==> src/hw/rtl/ttt_pkg.sv <==
// Shared types and codes for the transaction timeout table.
`timescale 1ns / 1ps

package ttt_pkg;

  localparam int SLOT_W = 6;
  localparam logic [15:0] TIMEOUT_RESET = 16'd2000;

  typedef enum logic [2:0] {
    CMD_CREATE   = 3'd0,
    CMD_DESTROY  = 3'd1,
    CMD_BIND     = 3'd2,
    CMD_FIND_REQ = 3'd3,
    CMD_FIND_SID = 3'd4,
    CMD_ADVANCE  = 3'd5
  } cmd_t;

  typedef enum logic [2:0] {
    ST_OK        = 3'd0,
    ST_FULL      = 3'd1,
    ST_NOT_FOUND = 3'd2,
    ST_INVALID   = 3'd3,
    ST_EXPIRED   = 3'd4,
    ST_NONE      = 3'd5
  } status_t;

  typedef enum logic [1:0] {
    S_IDLE,
    S_SCAN,
    S_FIN,
    S_EMIT
  } state_t;

  // Search key carried with one command.
  typedef struct packed {
    logic [63:0] peer_fseid;
    logic [31:0] sequence_req;
    logic [63:0] session_id;
  } key_t;

  // Contents of one slot as seen by the compare unit.
  typedef struct packed {
    logic        used;
    logic        expired;
    logic        keyed;
    logic [63:0] deadline;
    logic [63:0] session;
    logic [63:0] peer_fseid;
    logic [31:0] sequence_req;
  } slot_rec_t;

endpackage

==> src/hw/rtl/ttt_slot_match.sv <==
// Per-slot compare unit shared by create, both finds and advance.
`timescale 1ns / 1ps

module ttt_slot_match (
  input  ttt_pkg::cmd_t      cmd,
  input  ttt_pkg::key_t      key,
  input  logic [63:0]        clock_ms,
  input  ttt_pkg::slot_rec_t rec,
  output logic               hit
);

  always_comb begin
    case (cmd)
      ttt_pkg::CMD_CREATE:   hit = !rec.used;
      ttt_pkg::CMD_FIND_REQ: hit = rec.used && rec.keyed &&
                                   (rec.peer_fseid == key.peer_fseid) &&
                                   (rec.sequence_req == key.sequence_req);
      ttt_pkg::CMD_FIND_SID: hit = rec.used && (rec.session == key.session_id);
      ttt_pkg::CMD_ADVANCE:  hit = rec.used && !rec.expired &&
                                   (rec.deadline <= clock_ms);
      default:               hit = 1'b0;
    endcase
  end

endmodule

==> config.mk <==
export PLATFORM = sky130hd
export DESIGN_NAME = ttt_slot_match
export DESIGN_NICKNAME = d
export VERILOG_FILES = /design/src/hw/rtl/ttt_pkg.sv /design/src/hw/rtl/ttt_slot_match.sv
export SDC_FILE = /design/constraint.sdc
export NUM_CORES = 1
export LEC_CHECK = 0
export BUFFER_PORTS_ARGS = -buffer_cell sky130_fd_sc_hd__buf_2
export CORE_AREA = 2 2 178 180
export DETAILED_ROUTE_END_ITERATION = 12
export DIE_AREA = 0 0 180 182
export PLACE_DENSITY = 0.34
export RECOVER_POWER = 25
export SLEW_MARGIN = 20
export SYNTH_ARGS = -nofsm -noshare
export SYNTH_HDL_FRONTEND = slang
export SYNTH_SLANG_ARGS = --single-unit
==> constraint.sdc <==
create_clock -name vclk -period 5.7
set_input_delay 1.14 -clock vclk [all_inputs]
set_output_delay 1.14 -clock vclk [all_outputs]
set_load 0.01 [all_outputs]
* Word level (Yosys, flattened, before mapping) *
Index checks and enable logic that the tools add are counted.

word-level totals
  logic and storage cells = 17
  register bits = 0
  input bits = 454

operators by class
  order comparisons = 1
  reduce and logical (&&, ||, !) cells = 9
  eq/ne operators = 6
  multiplexer cells = 1

operators with widths
  kind                                                 number
  equality test 64 bit                                 2
  less-or-equal comparator 64 bit                      1
  equality test 32 bit                                 1
  equality test 3 bit, second input constant           2
  logical AND 1 bit                                    6
  one-hot mux 1 bit (4 select lines)                   1
  equality test 3 x 2 -> 1 bit, second input constant  1
  logical NOT 3 bit                                    1
  logical NOT 1 bit                                    2

* Depth between registers and ports, before layout *
  depth in word-level cells = 4
  depth in mapped cells = 9

* Least setup slack after synthesis *
No wires, ideal clock.

  path kind = input -> output
  start = input clock_ms[23]
  end = output hit
  stages on the path = 9
  arrival time = 2.784 ns
  path buffers = 0
  data required time = 4.560 ns
  slack = 1.776 ns
  cells stage by stage = inv_1 > ha_1 > nand4_1 > nor4_2 > nand2_1 > or4_1 > o21ai_0 > a21oi_1 > o211ai_1

on the way
  cells in the longest elaborated chain, start to end = 3

ends and longest elaborated chain
  what                                line                  source
  start: declaration                  ttt_slot_match.sv:7   input logic [63:0] clock_ms,
  less-or-equal comparator 64 bit     ttt_slot_match.sv:20  (rec.deadline <= clock_ms);
  logical AND 1 bit                   ttt_slot_match.sv:19  ttt_pkg::CMD_ADVANCE: hit = rec.used && !rec.expired &&
  one-hot mux 1 bit (4 select lines)  ttt_slot_match.sv:13  case (cmd)
  end: declaration                    ttt_slot_match.sv:9   output logic hit

Every way passes these cells.

* Final worst setup path *
  start = input clock_ms[63]
  end = output hit

The elaborated chain is that of the path after synthesis.

==> results summary <==
The run finished with clean final reports. The fraction of power consumed by the clock network came out at 0. The first routing iteration left 119 violations. The wire length reported by the detailed router is 21500 µm. In this run the most used layer during global routing was met2.

The total half-perimeter wirelength after legalization and detailed placement is 20800 µm. The slowest stage of the critical path is the or4_1 cell. In this run, post-CTS repair resized a total of 0 instances. Timing would allow up to 220 MHz. The total via count after detailed routing is 5253. The vertical die dimension came out at 182 µm. The power per standard cell area came out at 63.5 mW/mm². There are 0 flip-flops and latches. For met1 alone, demand over resource in global routing was 0.142. The combined area of all synthesized cells came out at 0.00365 mm². Of the total power, combinational logic draws 1.000. The tightest min-delay check is of the in -> out type.

Of the total synthesized cell area, the portion taken by AND, OR, NAND and NOR gates is 0.207. After the last flow step, the layout net total stands at 1496. The post-synthesis cell type count came out at 41. The internal power consumption came out at 0.223 mW. The worst-path maximum fanout is 3. The switching power as a share of total power came out at 0.453.

The I/O pin total is 455. Setup repair after global routing left no endpoint under its margin. The global routing usage summed across all routing layers is 0.123. The total overflow reported by the global router came out at 0.

The fraction of final layout cells sized beyond drive strength 1 is 0.473. The count of buffer and inverter cells on the critical path is 3. The ratio of final minimum period to clock period came out at 0.799. The worst stage delay on the critical path is 500 ps. The share of the Yosys chip area taken by registers is 0. The pre-CTS setup slack came out at 1020 ps.

For this run, global-route usage on met3 was measured as 0.0255. The number of nets produced by synthesis came out at 1039. After synthesis, the largest family of logic cells by area is XOR/XNOR gates. The hold violation count in the final report was 0. After synthesis, the share of cell area in mux cells is 0. The total iterations of the first detailed-routing run is 4. The die outline area is 0.0328 mm². The kind of end point of the critical path is an output pin. The number of warnings printed during yosys synthesis came out at 0. For this design the static power due to leakage is 3.61 nW. The final setup violation count came out at 0.

Of the post-synthesis cell area, the dominant cell type holds 0.219. The initial antenna violation count is 2. The synthesized design spends more area on one cell type than any other, namely ha_1. The floorplan row count is 65. The reported net switching power is 0.185 mW. The largest voltage drop on the vdd net is 0.0181 mV.

The startpoint of the most critical hold path is rec[157]. The max-capacitance violation count is 0. The register share of total power is 0.

The relative area change from synthesis to final layout came out at 76.3%. The leading cell type in the layout, fill and taps excluded is buf_2. The post-route core utilization came out at 0.208.

The number of global-route vias before repair was 5651. The synthesized-area fraction occupied by xor and xnor cells is 0.228. The post-synthesis compound-gate area fraction is 0.217. After layout, the worst setup slack is 1150 ps. Dividing the synthesized area by the synthesized cell count gives 7.00 µm². The data required time at the worst endpoint is 4560 ps.

The placeable core region is 0.0310 mm². For the final routed database, the setup TNS stands at 0 ps. The post-route minimum period is 4550 ps.

The kind of cell with the highest combined delay along the critical path is simple AND/OR/NAND/NOR gates. The actual slew at the worst max-slew pin is 872 ps. Yosys attributes the largest share of cell area to ha_1, xnor2_1, inv_1, nand4_1, xor2_1. Of the total synthesized cell area, the portion taken by full adders, half adders and majority gates is 0.219.

Routability-driven placement finished with a final weighted congestion of 0.843. STA classifies the critical path startpoint as a primary input. The worst setup path is of the in -> out kind. The final-report max-slew violation count is 0. Entering global routing, the biggest net connects 5 pins.

The count of clock buffers in the final design is 0. The initial core utilization came out at 0.118. In the layout the commonest cells are buf_2, inv_1, xnor2_1. The number of remaining DRC errors came out at 0.

The number of setup buffers added after CTS came out at 0. For met2 alone, demand over resource in global routing was 0.237. The first-pass GRT wire length is 31500 µm.

The worst slew margin relative to its limit came out at 0.403. Traced cell by cell, the critical path runs through buf_2, inv_1, ha_1, nand4_1, nor2_1, nand3_1, or4_1, o21ai_0, a21oi_1, o211ai_1, clkbuf_1. In the final routed layout, each cell accounts on average for 15.6 µm. Synthesis produced 521 cells.

Once detail routing completed, the nets flagged for antenna violations numbered 0. Hold repair after CTS inserted 0 buffers. For the worst setup path, the data arrival time is 3410 ps. The number of stages on the worst hold path came out at 7. Across the whole layout, storage elements account for 0 µm². The die outline width came out at 180 µm.

For hold timing, the worst endpoint is hit. During placement, the flow inserted port buffers numbering 455. The number of vias per cell after detailed routing came out at 3.81.
==> area by class of cell <==
type | instances | area [µm²]
inverters | 124 | 465
fillers | 3593 | 24600
repair buffers | 455 | 2280
well taps | 402 | 503
diodes | 2 | 5.00
multi-input cells | 397 | 3180
==> cell families (layout without fill, tap and decap cells) <==
family | count (synthesis) | after routing
AOI/OAI and AO/OA | 113 | 113
xor gates and xnor gates | 95 | 95
adders and majority gates | 64 | 64
buffers and inverters | 124 | 579
other | 0 | 2
and+or+nand+nor | 125 | 125
==> worst min-delay path, delay by kind of cell <==
| kind | cells | cell delay [ps] |
|---|---|---|
| and+or+nand+nor | 3 | 240 |
| AOI/OAI and AO/OA | 1 | 110 |
| buffers and inverters | 2 | 240 |
| xor gates and xnor gates | 1 | 60 |
==> power by group through the flow <==
stage	Clock, mW	Sequential (mW)	Combinational, mW
global placement	0	0	0.415
CTS	0	0	0.417
floorplan	0	0	0.180
finish	0.0000000469	0	0.408
detailed placement	0	0	0.413
global route	0.0000000235	0	0.462
==> Yosys cell counts <==
library cell	instances
inv_1	121
xnor2_1	70
ha_1	64
nand4_1	35
a21oi_1	27
xor2_1	25
o22ai_1	20
nor4_1	19
nand2b_1	15
nand2_1	14
nor2b_1	13
a21o_1	12
a221oi_1	10
o21ai_0	10
nand3_1	7
nor2_1	7
o2bb2ai_1	6
a22o_1	5
o2111ai_1	4
a2111o_1	3
a2111oi_0	3
a22oi_1	3
nor3_1	3
o211ai_1	3
a2111oi_2	2
inv_2	2
nand3b_1	2
nor4_2	2
or4_1	2
a222oi_1	1
a2bb2oi_1	1
a31oi_1	1
and2_1	1
and2b_2	1
and3_1	1
and4_1	1
clkinv_1	1
nor2_8	1
o21ai_1	1
o221ai_1	1
or4b_1	1
==> layer usage <==
metal,part of all wire,up-vias
met2,0.52,221
met5,0,-
li1,-,2754
met3,0.069,12
met4,0.012,0
met1,0.40,2266
==> metrics by stage <==
step	power [mW]	area (µm²)	cells	hold slack [ps]
2_1_floorplan	0.180	3650	521	2590
3_3_place_gp	0.415	6430	1378	2970
3_5_place_dp	0.413	6430	1378	2980
4_1_cts	0.417	6430	1378	2980
5_1_grt	0.462	6430	1379	3010
6_report	0.408	6430	1380	2930
==> worst max path at each step <==
stage,startpoint,endpoint,slack (ps),depth (start not counted)
finish,clock_ms[63],hit,1150,11
global route,clock_ms[63],hit,750,11
CTS,clock_ms[63],hit,1020,11
detailed placement,clock_ms[63],hit,1020,11
global placement,clock_ms[23],hit,980,11
floorplan,clock_ms[23],hit,1780,9
(Power assumes the default switching activity.)
